`src/rtl/blat_pkg.sv`:
```
// Shared types, register indexes and codes for the block lifecycle audit table.
package blat_pkg;

	localparam int DEF_TABLE_ENTRIES = 1024;
	localparam int DEF_WATCH_GROUPS  = 4;

	localparam int CFG_INDEX_W = 3;
	localparam int CFG_DATA_W  = 64;

	localparam logic [CFG_INDEX_W-1:0] REG_WATCH_GROUP_0    = 3'd0;
	localparam logic [CFG_INDEX_W-1:0] REG_WATCH_VALID_MASK = 3'd4;

	localparam logic [1:0] OP_ALLOC  = 2'd0;
	localparam logic [1:0] OP_DEINIT = 2'd1;
	localparam logic [1:0] OP_REUSE  = 2'd2;

	localparam logic [1:0] EV_TIER_VIOLATION = 2'd0;
	localparam logic [1:0] EV_DOUBLE_ALLOC   = 2'd1;
	localparam logic [1:0] EV_GEN_MISMATCH   = 2'd2;

	// Destination codes of a deinit request.
	localparam logic [7:0] DEST_COMMON     = 8'd0;
	localparam logic [7:0] DEST_L2         = 8'd1;
	localparam logic [7:0] DEST_QUARANTINE = 8'd2;

	// Stored state codes.
	localparam logic [7:0] STATE_COMMON     = 8'd0;
	localparam logic [7:0] STATE_UNTRUSTED  = 8'd2;
	localparam logic [7:0] STATE_L2         = 8'd2;
	localparam logic [7:0] STATE_QUARANTINE = 8'd3;

	typedef struct packed {
		logic [1:0]  opcode;
		logic [31:0] process_id;
		logic [31:0] thread_id;
		logic [63:0] group_id;
		logic [63:0] block_key;
		logic [7:0]  tier_code;
		logic [63:0] generation;
	} req_word_t;

	typedef struct packed {
		logic [1:0]  event_kind;
		logic [31:0] event_process;
		logic [31:0] event_thread;
		logic [63:0] event_group;
		logic [63:0] event_block;
		logic [63:0] expected_generation;
		logic [63:0] actual_generation;
		logic [7:0]  from_state;
		logic [7:0]  to_state;
	} evt_word_t;

	// Request as it moves down the cell row, with the event it has picked up.
	typedef struct packed {
		logic        done;     // a cell already served this request
		logic [1:0]  opcode;
		logic [31:0] process_id;
		logic [31:0] thread_id;
		logic [63:0] group_id;
		logic [63:0] block_key;
		logic [7:0]  tier_code;
		logic [63:0] generation;
		logic        ev;       // an event is to be reported
		logic [1:0]  ev_kind;
		logic [63:0] ev_data;  // stored generation on mismatch, else stored state
	} travel_t;

	function automatic logic [7:0] deinit_state(input logic [7:0] dest);
		logic [7:0] st;
		case (dest)
			DEST_QUARANTINE: st = STATE_QUARANTINE;
			DEST_L2:         st = STATE_L2;
			default:         st = STATE_COMMON;
		endcase
		return st;
	endfunction

endpackage

```
`src/rtl/blat_cell.sv`:
```
// One table slot: holds key, state and generation, serves a passing request.
module blat_cell (
	input  logic              clk,
	input  logic              arst_n,
	input  logic              advance,
	input  logic              prev_vld,
	input  blat_pkg::travel_t prev,
	output logic              nxt_vld,
	output blat_pkg::travel_t nxt
);
	import blat_pkg::*;

	logic        valid_q;
	logic [63:0] key_q;
	logic [7:0]  state_q;
	logic [63:0] gen_q;
	logic        nxt_vld_q;
	travel_t     nxt_q;

	travel_t     upd;
	logic        live;
	logic        wr_claim;
	logic        wr_state;
	logic        wr_gen;
	logic [7:0]  state_d;

	always_comb begin
		upd      = prev;
		wr_claim = 1'b0;
		wr_state = 1'b0;
		wr_gen   = 1'b0;
		state_d  = prev.tier_code;
		live     = prev_vld && !prev.done;
		if (live && valid_q && key_q == prev.block_key) begin
			upd.done = 1'b1;
			case (prev.opcode)
				OP_ALLOC: begin
					if (state_q != STATE_COMMON) begin
						upd.ev      = 1'b1;
						upd.ev_kind = EV_DOUBLE_ALLOC;
						upd.ev_data = 64'(state_q);
					end
					wr_state = 1'b1;
					wr_gen   = 1'b1;
				end
				OP_DEINIT: begin
					if (state_q == STATE_UNTRUSTED && prev.tier_code == DEST_COMMON) begin
						upd.ev      = 1'b1;
						upd.ev_kind = EV_TIER_VIOLATION;
						upd.ev_data = 64'(state_q);
					end
					wr_state = 1'b1;
					state_d  = deinit_state(prev.tier_code);
				end
				OP_REUSE: begin
					if (gen_q >= prev.generation) begin
						upd.ev      = 1'b1;
						upd.ev_kind = EV_GEN_MISMATCH;
						upd.ev_data = gen_q;
					end
					wr_gen = 1'b1;
				end
				default: ;
			endcase
		end else if (live && !valid_q && prev.opcode == OP_ALLOC) begin
			// Valid slots form a prefix of the row, so this is the first free one.
			upd.done = 1'b1;
			wr_claim = 1'b1;
			wr_state = 1'b1;
			wr_gen   = 1'b1;
		end
	end

	always_ff @(posedge clk or negedge arst_n) begin
		if (!arst_n) begin
			valid_q   <= 1'b0;
			nxt_vld_q <= 1'b0;
		end else if (advance) begin
			if (wr_claim) begin
				valid_q <= 1'b1;
			end
			nxt_vld_q <= prev_vld;
		end
	end

	always_ff @(posedge clk) begin
		if (advance) begin
			if (wr_claim) begin
				key_q <= prev.block_key;
			end
			if (wr_state) begin
				state_q <= state_d;
			end
			if (wr_gen) begin
				gen_q <= prev.generation;
			end
			nxt_q <= upd;
		end
	end

	assign nxt_vld = nxt_vld_q;
	assign nxt     = nxt_q;

endmodule

```
`config.mk`:
```
export PLATFORM = sky130hd
export DESIGN_NAME = blat_cell
export DESIGN_NICKNAME = d
export VERILOG_FILES = /design/src/rtl/blat_pkg.sv /design/src/rtl/blat_cell.sv
export SDC_FILE = /design/constraint.sdc
export NUM_CORES = 1
export LEC_CHECK = 0
export ABC_AREA = 1
export BUFFER_PORTS_ARGS = -buffer_cell sky130_fd_sc_hd__buf_2
export CAP_MARGIN = 5
export CORE_AREA = 5 5 260 262
export CTS_BUF_LIST = sky130_fd_sc_hd__clkbuf_4
export DETAILED_ROUTE_END_ITERATION = 6
export DIE_AREA = 0 0 265 267
export SLEW_MARGIN = 20
export SYNTH_ARGS = -nofsm -noshare
export SYNTH_HDL_FRONTEND = slang
export SYNTH_SLANG_ARGS = --single-unit
```
`constraint.sdc`:
```
create_clock -name clk -period 4.95 [get_ports clk]
set_input_delay 0.99 -clock clk [delete_from_list [all_inputs] [get_ports clk]]
set_output_delay 0.99 -clock clk [all_outputs]
set_load 0.1 [all_outputs]
```
==> flow_summary.json <==
{
  "outcome": "finished clean",
  "drc": 0,
  "multiInputGateArea_um2": 4020,
  "syn-num-nets": 1895,
  "syn_inst": 1493,
  "cts_buffers": 130,
  "drv_slew": 0,
  "die_y_um": 267,
  "yosysMostFrequentCell": "edfxtp_1",
  "place.gp.congestion": 0.870,
  "via_count": 14300,
  "drt_iter0_drc": 1016,
  "place_ws_ns": 0.926,
  "cts_buffer_depth": 3,
  "hold_viol": 0,
  "ir_worst_vdd_v": 0.000211,
  "fin_area_um2": 25200,
  "powerDensity_nw_per_um2": 421,
  "io_pins": 673,
  "hp-class": "in -> reg",
  "leakage_uw": 0.0115,
  "crit_path_end_kind": "flop",
  "antenna_left": 0,
  "yosysTopAreaCell": "edfxtp_1",
  "wire_per_inst_um": 19.0,
  "clockRootBuffer": "clkbuf_4",
  "start_util_pct": 29.3,
  "syn_avg_cell_area_um2": 12.8,
  "wirelength_um": 61300,
  "path_cells": "ha_1 > nand2_1 > nor2_1 > nand4_1 > nor2_1 > nand2_1 > nor2_1 > nand2_1 > nand2_2 > buf_12 > nand3_1 > nand2_1 > inv_1 > nand2_1",
  "synth.yosys.seq_area_share_pct": 74.2,
  "dp_hpwl_um": 47200,
  "synth_flop_cell": "edfxtp_1",
  "grt-ovfl-total": 0,
  "synth.area.top_cells": "edfxtp_1 (74%), nand2_1 (7.8%), ha_1 (4.2%)",
  "yosysWarnings": 0,
  "grt_max_degree": 167,
  "core_um2": 65200,
  "slew-limit-headroom_pct": 27.2,
  "period_share_pct": 66.6,
  "cp_common_cell": "nand2_1",
  "setup_viol": 0,
  "antenna_found_initial": 13,
  "fin_nets": 2683,
  "worstPathRequired_ns": 5.66,
  "cts_sinks": 472,
  "post_cts_resized": 0,
  "synthTopCellsByCount": "edfxtp_1 (470), nand2_1 (396), inv_1 (208), nor2_1 (109), nand4_1 (83)",
  "tightest_slew_ns": 1.09,
  "drive_gt1_share_pct": 37.9,
  "synth_edf_count": 470,
  "grt_util_all_layers_pct": 16.6,
  "critPathKind": "reg -> reg",
  "path_clk_slew_ns": 0.06,
  "portBuffers": 672,
  "critPathArrivalTime_ns": 4.01,
  "max_cap_violations": 0,
  "cts_tree": "built",
  "path_max_fanout": 44,
  "synth_cell_type_count": 32,
  "finClkSkew_ns": 0.0659,
  "vias_per_cell": 4.41,
  "async_reset_ff_share_pct": 0.424,
  "seq_area_um2": 14200,
  "fp.dieW_um": 265,
  "num-fill-cells": 6379,
  "fp-row-count": 94,
  "areaGrowthSynthToFinish_pct": 31.9,
  "finalCriticalPeriod_ns": 3.30,
  "regToRegSetupSlack_ns": 1.65,
  "drtPass1Iterations": 5,
  "dpl_cell_area_um2": 23600,
  "clk_latency_ns": 0.90,
  "synth_top_area_share_pct": 73.9,
  "layout_setup_ws_ns": 1.65,
  "ys_seq_elements": 472,
  "grt_pass1_wl_um": 88800,
  "start_kind": "flop",
  "cp_slowest_cell": "edfxtp_1",
  "grt_pass1_vias": 14500,
  "max_freq_mhz": 303,
  "rsz0062_at_grt": "no",
  "synth_area_um2": 19100,
  "tns_ns": 0,
  "max_stage_delay_ns": 0.49,
  "die_area_um2": 70800,
  "cts.htree.levels": 4
}
[what timing repair did]
item,CTS,global route
hold endpoints to repair,2,0
setup endpoints to repair,0,0
buffers inserted,0,0
hold buffers,1,0
[final cells by class]
cell class                      count  share of cell area (%)
Clock buffer                      171                    5.10
Tap cell                          864                    4.29
Antenna cell                        8                  0.0795
Timing Repair Buffer              683                    14.0
Clock inverter                     41                    1.28
Inverter                          209                    3.11
Sequential cell                   472                    56.2
Multi-Input combinational cell    785                    15.9
[layout by cell type (no fill, tap or decap), drive strengths merged, types with 8 or more instances in the layout]
cell type	netlist	routed
buf	20	682
edfxtp	470	470
nand2	397	397
inv	209	213
clkbuf	7	171
nor2	112	112
nand4	83	83
ha	64	64
nand3	34	34
a21oi	33	33
clkinv	0	29
o21ai	16	16
or2	9	9
nor3	9	9
diode	0	8
xnor2	8	8
[worst max-delay path: cells and delay by family, from the launching register on]
kind                     cells  cell delay [ns]
AND/OR/NAND/NOR             11             1.94
flip-flops                   1             0.49
buffers and inverters        2             0.36
adder cells (fa/ha/maj)      1             0.32
[final timing paths]
path | start | end | cells past startpoint
max | gen_q[52]$_DFFE_PP_ | nxt[4]$_DFFE_PP_ | 14
min | prev[296] | nxt[296]$_DFFE_PP_ | 1
max reg2reg | gen_q[52]$_DFFE_PP_ | nxt[4]$_DFFE_PP_ | 14
min reg2reg | nxt_vld$_DFFE_PN0P_ | nxt_vld$_DFFE_PN0P_ | 2
max in group asynchronous | arst_n | valid_q$_DFFE_PN0P_ | 2
min in group asynchronous | arst_n | nxt_vld$_DFFE_PN0P_ | 2
[routing by layer]
layer | global-route usage, % | routed length (µm)
met4 | 6.55 | 1450
met1 | 19.7 | 24000
met2 | 28.0 | 31000
met3 | 5.42 | 4830
met5 | 0 | 46
[stage by stage]
| stage | hold WS [ns] | total power (µW) | std cells | util, % |
|---|---|---|---|---|
| 4_1_cts | 0.107 | 10800 | 3225 | 38.6 |
| 5_1_grt | 0.130 | 11100 | 3231 | 38.7 |
| 2_1_floorplan | 0.489 | 6590 | 1493 | - |
| 6_report | 0.260 | 10600 | 3233 | 38.7 |
| 3_5_place_dp | 0.489 | 7160 | 3012 | 36.2 |
| 3_3_place_gp | 0.478 | 7140 | 3012 | 36.2 |
[flip-flops by register name (all words and copies together) (netlist names)]
name	count
nxt_vld	1
key_q	64
nxt	334
state_q	8
valid_q	1
gen_q	64
[cells by family after synthesis]
family                   share of synthesized area (%)
AO/OA/AOI/OAI                                     1.71
XOR/XNOR                                         0.550
adder cells (fa/ha/maj)                           4.19
buffers and inverters                             4.93
flip-flops                                        74.2
AND/OR/NAND/NOR                                   14.4
[report_power, final]
part           total, µW  switching, µW  leakage (µW)  internal (µW)
Combinational       2330           2020       0.00600            317
Clock               3530           1660      0.000944           1870
Sequential          4730           67.5       0.00452           4660
Note: power is estimated with default switching activity, not from simulation.
