$ cat config.mk
export PLATFORM = sky130hd
export DESIGN_NAME = blat_head
export DESIGN_NICKNAME = d
export VERILOG_FILES = /design/src/rtl/blat_pkg.sv /design/src/rtl/blat_head.sv
export SDC_FILE = /design/constraint.sdc
export NUM_CORES = 1
export LEC_CHECK = 0
export BUFFER_PORTS_ARGS = -buffer_cell sky130_fd_sc_hd__buf_2
export CELL_PAD_IN_SITES_DETAIL_PLACEMENT = 1
export CELL_PAD_IN_SITES_GLOBAL_PLACEMENT = 2
export CORE_AREA = 3 3 259 261
export CTS_BUF_LIST = sky130_fd_sc_hd__clkbuf_4
export DETAILED_ROUTE_END_ITERATION = 10
export DIE_AREA = 0 0 262 264
export PLACE_DENSITY_LB_ADDON = 0.25
export SETUP_SLACK_MARGIN = 0.1
export SLEW_MARGIN = 0
export SYNTH_ARGS = -nofsm -noshare
export SYNTH_HDL_FRONTEND = slang
export SYNTH_SLANG_ARGS = --single-unit
$ cat constraint.sdc
create_clock -name clk -period 2.48 [get_ports clk]
set_input_delay 0.496 -clock clk [delete_from_list [all_inputs] [get_ports clk]]
set_output_delay 0.496 -clock clk [all_outputs]
set_load 0.01 [all_outputs]
$ cat src/rtl/blat_pkg.sv
// Shared types, register indexes and codes for the block lifecycle audit table.
package blat_pkg;

	localparam int DEF_TABLE_ENTRIES = 1024;
	localparam int DEF_WATCH_GROUPS  = 4;

	localparam int CFG_INDEX_W = 3;
	localparam int CFG_DATA_W  = 64;

	localparam logic [CFG_INDEX_W-1:0] REG_WATCH_GROUP_0    = 3'd0;
	localparam logic [CFG_INDEX_W-1:0] REG_WATCH_VALID_MASK = 3'd4;

	localparam logic [1:0] OP_ALLOC  = 2'd0;
	localparam logic [1:0] OP_DEINIT = 2'd1;
	localparam logic [1:0] OP_REUSE  = 2'd2;

	localparam logic [1:0] EV_TIER_VIOLATION = 2'd0;
	localparam logic [1:0] EV_DOUBLE_ALLOC   = 2'd1;
	localparam logic [1:0] EV_GEN_MISMATCH   = 2'd2;

	// Destination codes of a deinit request.
	localparam logic [7:0] DEST_COMMON     = 8'd0;
	localparam logic [7:0] DEST_L2         = 8'd1;
	localparam logic [7:0] DEST_QUARANTINE = 8'd2;

	// Stored state codes.
	localparam logic [7:0] STATE_COMMON     = 8'd0;
	localparam logic [7:0] STATE_UNTRUSTED  = 8'd2;
	localparam logic [7:0] STATE_L2         = 8'd2;
	localparam logic [7:0] STATE_QUARANTINE = 8'd3;

	typedef struct packed {
		logic [1:0]  opcode;
		logic [31:0] process_id;
		logic [31:0] thread_id;
		logic [63:0] group_id;
		logic [63:0] block_key;
		logic [7:0]  tier_code;
		logic [63:0] generation;
	} req_word_t;

	typedef struct packed {
		logic [1:0]  event_kind;
		logic [31:0] event_process;
		logic [31:0] event_thread;
		logic [63:0] event_group;
		logic [63:0] event_block;
		logic [63:0] expected_generation;
		logic [63:0] actual_generation;
		logic [7:0]  from_state;
		logic [7:0]  to_state;
	} evt_word_t;

	// Request as it moves down the cell row, with the event it has picked up.
	typedef struct packed {
		logic        done;     // a cell already served this request
		logic [1:0]  opcode;
		logic [31:0] process_id;
		logic [31:0] thread_id;
		logic [63:0] group_id;
		logic [63:0] block_key;
		logic [7:0]  tier_code;
		logic [63:0] generation;
		logic        ev;       // an event is to be reported
		logic [1:0]  ev_kind;
		logic [63:0] ev_data;  // stored generation on mismatch, else stored state
	} travel_t;

	function automatic logic [7:0] deinit_state(input logic [7:0] dest);
		logic [7:0] st;
		case (dest)
			DEST_QUARANTINE: st = STATE_QUARANTINE;
			DEST_L2:         st = STATE_L2;
			default:         st = STATE_COMMON;
		endcase
		return st;
	endfunction

endpackage

$ cat src/rtl/blat_head.sv
// Watch registers, group filter and entry register in front of the cell row.
module blat_head #(
	parameter int WATCH_GROUPS = blat_pkg::DEF_WATCH_GROUPS
) (
	input  logic                             clk,
	input  logic                             arst_n,
	input  logic                             cfg_write_en,
	input  logic [blat_pkg::CFG_INDEX_W-1:0] cfg_index,
	input  logic [blat_pkg::CFG_DATA_W-1:0]  cfg_wdata,
	input  logic                             advance,
	input  logic                             take,
	input  blat_pkg::req_word_t              word,
	output logic                             head_vld,
	output blat_pkg::travel_t                head
);
	import blat_pkg::*;

	logic [63:0]             watch_group_q [WATCH_GROUPS];
	logic [WATCH_GROUPS-1:0] watch_mask_q;
	logic                    watched;
	logic                    op_known;
	logic                    vld_s1;
	travel_t                 pay_s1;

	for (genvar g = 0; g < WATCH_GROUPS; g++) begin : g_watch
		always_ff @(posedge clk or negedge arst_n) begin
			if (!arst_n) begin
				watch_group_q[g] <= '0;
			end else if (cfg_write_en &&
					cfg_index == REG_WATCH_GROUP_0 + CFG_INDEX_W'(g)) begin
				watch_group_q[g] <= cfg_wdata;
			end
		end
	end

	always_ff @(posedge clk or negedge arst_n) begin
		if (!arst_n) begin
			watch_mask_q <= '0;
		end else if (cfg_write_en && cfg_index == REG_WATCH_VALID_MASK) begin
			watch_mask_q <= cfg_wdata[WATCH_GROUPS-1:0];
		end
	end

	always_comb begin
		watched = 1'b0;
		for (int g = 0; g < WATCH_GROUPS; g++) begin
			if (watch_mask_q[g] && watch_group_q[g] == word.group_id) begin
				watched = 1'b1;
			end
		end
	end

	assign op_known = (word.opcode == OP_ALLOC) || (word.opcode == OP_DEINIT) ||
		(word.opcode == OP_REUSE);

	// Drop unwatched words and unused opcodes here: they enter as bubbles.
	always_ff @(posedge clk or negedge arst_n) begin
		if (!arst_n) begin
			vld_s1 <= 1'b0;
		end else if (advance) begin
			vld_s1 <= take && watched && op_known;
		end
	end

	always_ff @(posedge clk) begin
		if (advance) begin
			pay_s1.done       <= 1'b0;
			pay_s1.opcode     <= word.opcode;
			pay_s1.process_id <= word.process_id;
			pay_s1.thread_id  <= word.thread_id;
			pay_s1.group_id   <= word.group_id;
			pay_s1.block_key  <= word.block_key;
			pay_s1.tier_code  <= word.tier_code;
			pay_s1.generation <= word.generation;
			pay_s1.ev         <= 1'b0;
			pay_s1.ev_kind    <= EV_TIER_VIOLATION;
			pay_s1.ev_data    <= '0;
		end
	end

	assign head_vld = vld_s1;
	assign head     = pay_s1;

endmodule

==> impl_metrics.json, run 1 <==
{
  "p_per_area_nw_per_um2": 789,
  "grt_overflow": 0,
  "whs_ns": 0.119,
  "worst_pin_slew_ns": 0.787,
  "clkTransAtPathRegs_ns": 0.06,
  "r2r-end": "head_vld",
  "drt-pass1-iter-count": 5,
  "yosysTopAreaCellShare_pct": 37.9,
  "ant_nets": 0,
  "hpwl_um": 69900,
  "port_buffers": 604,
  "power_w": 0.0243,
  "final_layout_size_suffix_gt1_share_pct": 38.0,
  "grt_use_total_pct": 26.3,
  "startpoint_type": "flip-flop",
  "cts_sinks": 527,
  "dp.cells": 2760,
  "power.internal_w": 0.0171,
  "ctsResizeCount": 0,
  "crit_type": "reg -> out",
  "wl_um": 92500,
  "pwr-share-clk_pct": 35.3,
  "r2r_cells": 7,
  "hp-class": "in -> async",
  "cp_max_fo": 1,
  "die_x_um": 262,
  "p_sw_share_pct": 29.5,
  "drt-initial-drc-count": 838,
  "grt_pass1_wl_um": 127000,
  "num-nets-final": 2731,
  "initial_utilization_pct": 32.6,
  "gp_congestion": 0.963,
  "drc": 0,
  "max_slew_margin_pct": 47.0,
  "skew_ns": 0.0460,
  "postCtsSetupBuffers": 0,
  "post_dp_cell_area_sq_um": 25400,
  "worstSkewPairLatency_ns": 0.95,
  "crit_start": "head[165]",
  "synthFlopType": "edfxtp_1",
  "yosysMostFrequentCell": "edfxtp_1",
  "finalSetupViolCount": 0,
  "fill_cells": 6785,
  "drv_cap": 0,
  "vdd_ir_drop_max_v": 0.000392,
  "rsz0062_at_grt": "false",
  "status": "completed",
  "crit_cells": 1,
  "synth-edff-count": 266,
  "critPathTopFamily": "flip-flops",
  "finalNonFillerCells": 3389,
  "die-area_sq_um": 69200,
  "p_leak_nw": 13.4,
  "syn_to_final_growth_pct": 46.1,
  "coreArea_sq_um": 64700,
  "seqPwrFrac_pct": 46.8,
  "wl_per_cell_um": 27.3,
  "root_buffer": "clkbuf_4",
  "hold_viol": 0,
  "grt_pass1_vias": 17020,
  "cts_tree": "yes",
  "max_freq_mhz": 449,
  "required_ns": 1.98,
  "slowest_delay_ns": 0.56,
  "rows": 93,
  "synthTopCellsByArea": "edfxtp_1 (38%), dfrtp_1 (31%), mux2_1 (12%), xnor2_1 (4.9%), xor2_1 (4.5%)",
  "timing.final.crit_period_ns": 2.23,
  "post-route-cell-area_sq_um": 30800,
  "vias_per_cell": 4.58,
  "critPathSlowestCell": "edfxtp_1",
  "yosysWarnings": 0,
  "synth_area_sq_um": 21100,
  "end_kind": "output pin",
  "ys_ff_latch": 527,
  "ys_top_cells_by_count": "edfxtp_1 (266), dfrtp_1 (261), mux2_1 (230), xnor2_1 (117), xor2_1 (109)",
  "switchingPower_w": 0.00716,
  "cts_max_level": 4,
  "antenna_found_initial": 29,
  "ys_seq_area_share_pct": 68.9,
  "crit_buf_inv": 1,
  "combPwrFrac_pct": 17.9,
  "slew_violations": 0,
  "io_pins": 673,
  "cts_made_buffers": 153,
  "synth.avg_cell_area_sq_um": 16.5,
  "cp_cell_sequence": "buf_2",
  "num_vias": 15512,
  "die_h_um": 264,
  "critPathCapture": "head[165]",
  "cts.path.max_buffers": 3,
  "ys_types": 42,
  "arrival_ns": 1.73,
  "syn_inst": 1277,
  "r2r_slack_ns": 0.27,
  "fin_crit_sh_pct": 89.7,
  "yosysTopAreaCell": "edfxtp_1",
  "async_reset_ff_share_pct": 49.5,
  "timing.rr.start": "watch_group_q[180]",
  "grt_max_degree": 116
}
-- cell usage in the layout, fill, tap and decap left out, drive strengths merged, types with 2 or more instances in the layout --
master and n:
a2111oi 3, a21oi 2, a221oi 2, a22o 4, and4 2, buf 665
bufinv 2, clkbuf 234, clkinv 35, clkinvlp 4, conb 68, dfrtp 261
diode 17, dlygate4sd3 333, edfxtp 266, inv 27, mux2 257, nand2 6
nand2b 4, nand3 2, nand4 38, nor2 4, nor2b 4, nor3 5
nor4 36, nor4bb 2, o21ai 4, o221ai 2, o22ai 9, o2bb2ai 3
xnor2 117, xor2 109
-- metrics by stage --
step / setup slack [ns] / setup TNS [ns] / utilization (%)
final: 0.255 / 0 / 47.6
after global routing: 0.123 / 0 / 47.6
after CTS: 0.131 / 0 / 47.5
after detailed placement: -0.114 / -0.114 / 39.2
after global placement: -0.103 / -0.103 / 39.2
after floorplan: 0.670 / 0 / -
-- logic make-up (layout without fill, tap and decap cells) --
family / after synthesis / count (layout) / share of synthesized area [%]
DFF: 527 / 527 / 68.9
muxes: 257 / 257 / 13.7
xor gates and xnor gates: 226 / 226 / 9.39
buffers and inverters: 127 / 1300 / 3.62
and+or+nand+nor: 105 / 105 / 3.13
AOI/OAI and AO/OA: 34 / 34 / 1.23
other: 1 / 85 / 0.0178
-- power by group through the flow --
stage | logic, W | registers (W) | clock network, W
4_1_cts | 0.00441 | 0.0113 | 0.00886
2_1_floorplan | 0.00172 | 0.0115 | 0
5_1_grt | 0.00467 | 0.0115 | 0.00938
3_5_place_dp | 0.00391 | 0.0115 | 0
6_report | 0.00436 | 0.0114 | 0.00858
3_3_place_gp | 0.00385 | 0.0115 | 0
-- state kept, by name (all words and copies together), names as in the netlist --
register and flops:
watch_group_q 256, watch_mask_q 4, head_vld 1, head 266
-- layout make-up --
| type | count | area [sq um] | area share [%] |
|---|---|---|---|
| Tap cell | 855 | 1070 | 3.47 |
| Clock buffer | 234 | 1760 | 5.71 |
| Multi-Input combinational cell | 690 | 6090 | 19.8 |
| Inverter | 23 | 86.3 | 0.280 |
| Timing Repair Buffer | 998 | 6960 | 22.6 |
| Clock inverter | 45 | 269 | 0.874 |
| Sequential cell | 527 | 14500 | 47.2 |
| Antenna cell | 17 | 42.5 | 0.138 |
-- per-layer routing --
layer | GRT usage [%] | vias to the layer above | routed length (um)
met4 | 8.23 | 12 | 1950
met3 | 7.18 | 112 | 5910
met5 | 0 | - | 79
met1 | 30.9 | 7963 | 36400
li1 | - | 6862 | -
met2 | 46.6 | 563 | 48100
-- how the worst min path moves through the flow --
stage,start,cells past startpoint,to
5_1_grt,arst_n,3,watch_group_q[95]
6_report,arst_n,3,watch_group_q[40]
4_1_cts,arst_n,3,watch_group_q[95]
3_5_place_dp,watch_group_q[11],1,watch_group_q[11]
3_3_place_gp,watch_group_q[227],1,watch_group_q[227]
2_1_floorplan,arst_n,0,head_vld
-- repair_timing --
| item | 4_1_cts | 5_1_grt |
|---|---|---|
| setup endpoints to repair | 0 | 0 |
| endpoints found under the hold margin | 810 | 0 |
| hold buffers | 333 | 0 |
Note: power is estimated with default switching activity, not from simulation.
==> run 2: changes to the inputs <==
Settings changed: CORE_AREA 3 3 259 261 to 4 4 260 262, DIE_AREA 0 0 262 264 to 0 0 264 266, PLACE_DENSITY set to 0.75, PLACE_DENSITY_LB_ADDON 0.25 to unset.
==> run 2 against run 1 <==
Worst hold slack gained 0.0091 ns. Non-clock buffer count decreased by 15. First-iteration DRC count increased by 32%. Highest routed layer is now met4.
==> impl_metrics.json, run 2 (synthesis results as in run 1) <==
{
  "grt_pass1_vias": 17302,
  "cp_cell_sequence": "buf_2",
  "drc": 0,
  "dp.cells": 2753,
  "die_h_um": 266,
  "arrival_ns": 1.73,
  "fill_cells": 6879,
  "grt_pass1_wl_um": 128000,
  "final_cell_mix": "buf_2 (601), dlygate4sd3_1 (333), edfxtp_1 (266)",
  "ant_nets": 0,
  "vias_per_cell": 4.64,
  "grt_overflow": 0,
  "initial_utilization_pct": 32.2,
  "finalNonFillerCells": 3367,
  "p_leak_nw": 13.3,
  "critPathCapture": "head[92]",
  "rows": 94,
  "final_layout_size_suffix_gt1_share_pct": 37.5,
  "antenna_found_initial": 18,
  "seqCellArea_sq_um": 14500,
  "slowest_delay_ns": 0.56,
  "p_per_area_nw_per_um2": 787,
  "root_buffer": "clkbuf_4",
  "max_slew_margin_pct": 39.5,
  "wl_per_cell_um": 27.2,
  "whs_ns": 0.128,
  "skew_ns": 0.0785,
  "drt-pass1-iter-count": 5,
  "post-route-cell-area_sq_um": 30600,
  "wl_um": 91700,
  "worst_pin_slew_ns": 0.899,
  "r2r_slack_ns": 0.36,
  "grt_max_degree": 71,
  "startpoint_type": "flip-flop",
  "io_pins": 673,
  "post_dp_cell_area_sq_um": 25300,
  "end_kind": "output pin",
  "cts_max_level": 4,
  "timing.final.crit_period_ns": 2.23,
  "r2r-end": "head_vld",
  "cts.path.max_buffers": 3,
  "largest_register_ffs": 266,
  "timing.rr.start": "watch_group_q[29]",
  "port_buffers": 604,
  "num-nets-final": 2713,
  "max_freq_mhz": 449,
  "worstSkewPairLatency_ns": 0.99,
  "rsz0062_at_grt": "false",
  "slew_violations": 0,
  "r2r_cells": 6,
  "crit_type": "reg -> out",
  "num_vias": 15625,
  "drv_cap": 0,
  "die-area_sq_um": 70200,
  "critPathTopFamily": "flip-flops",
  "crit_buf_inv": 1,
  "gp_congestion": 0.912,
  "vdd_ir_drop_max_v": 0.000378,
  "tns_ns": 0,
  "drt-initial-drc-count": 1105,
  "status": "completed",
  "fin_crit_sh_pct": 89.9,
  "critPathSlowestCell": "edfxtp_1",
  "clkTransAtPathRegs_ns": 0.06,
  "die_x_um": 264,
  "multi_input_area_sq_um": 6090,
  "syn_to_final_growth_pct": 45.4,
  "crit_start": "head[92]",
  "coreArea_sq_um": 65400,
  "layout_commonest_cell": "buf_2",
  "hp-class": "in -> async",
  "power_w": 0.0241,
  "cts_sinks": 527,
  "finalSetupViolCount": 0,
  "grt_use_total_pct": 25.4,
  "required_ns": 1.98,
  "postCtsSetupBuffers": 0,
  "cp_max_fo": 1,
  "cts_made_buffers": 150,
  "hpwl_um": 69500,
  "crit_cells": 1,
  "cts_tree": "yes",
  "hold_viol": 0
}
run 2: cell types whose count changed in the layout (fill, tap and decap cells not counted), sizes merged:
cell,delta
clkinv,-7
diode,-2
buf,-15
clkinvlp,-2
clkbuf,-7
inv,+2
run 2: routing by layer:
metal	track usage, %	vias up	part of all wire [%]
li1	-	6821	-
met1	29.8	8062	38
met2	46.3	631	53
met3	6.33	111	6.1
met4	7.44	0	2.1
met5	0	-	0
run 2: stage by stage:
stage	utilization (%)	setup WS, ns
after global routing	46.8	0.141
after detailed placement	38.7	0.0926
after CTS	46.8	0.0943
after global placement	38.7	0.0725
final	46.9	0.251
after floorplan	-	0.670
run 2: layout make-up:
type	instances	share of cell area, %
Sequential cell	527	47.4
Timing Repair Buffer	983	22.4
Multi-Input combinational cell	690	19.9
Clock buffer	227	5.56
Tap cell	864	3.53
Clock inverter	38	0.845
Inverter	23	0.282
Antenna cell	15	0.122
run 2: worst min path at each step:
stage / from / end / slack, ns
floorplan: arst_n / head_vld / 0.20
global placement: arst_n / watch_group_q[165] / 0.44
detailed placement: arst_n / watch_group_q[229] / 0.44
CTS: arst_n / watch_group_q[69] / 0.01
global route: arst_n / watch_group_q[69] / 0.06
finish: arst_n / watch_group_q[153] / 0.13
run 2: tightest hold or removal path, delay by kind of cell:
kind,cells,cell delay (ns)
buffers and inverters,3,0.97
run 2: power by group:
group	total (W)	switching, W	internal (W)
clock	0.00845	0.00402	0.00443
sequential	0.0114	0.000819	0.0105
combinational	0.00432	0.00231	0.00200
run 2: what timing repair did:
action,in CTS,in global routing
endpoints found under the hold margin,818,0
gates resized for setup,1,0
hold buffers,334,0
endpoints found under the setup margin,2,0
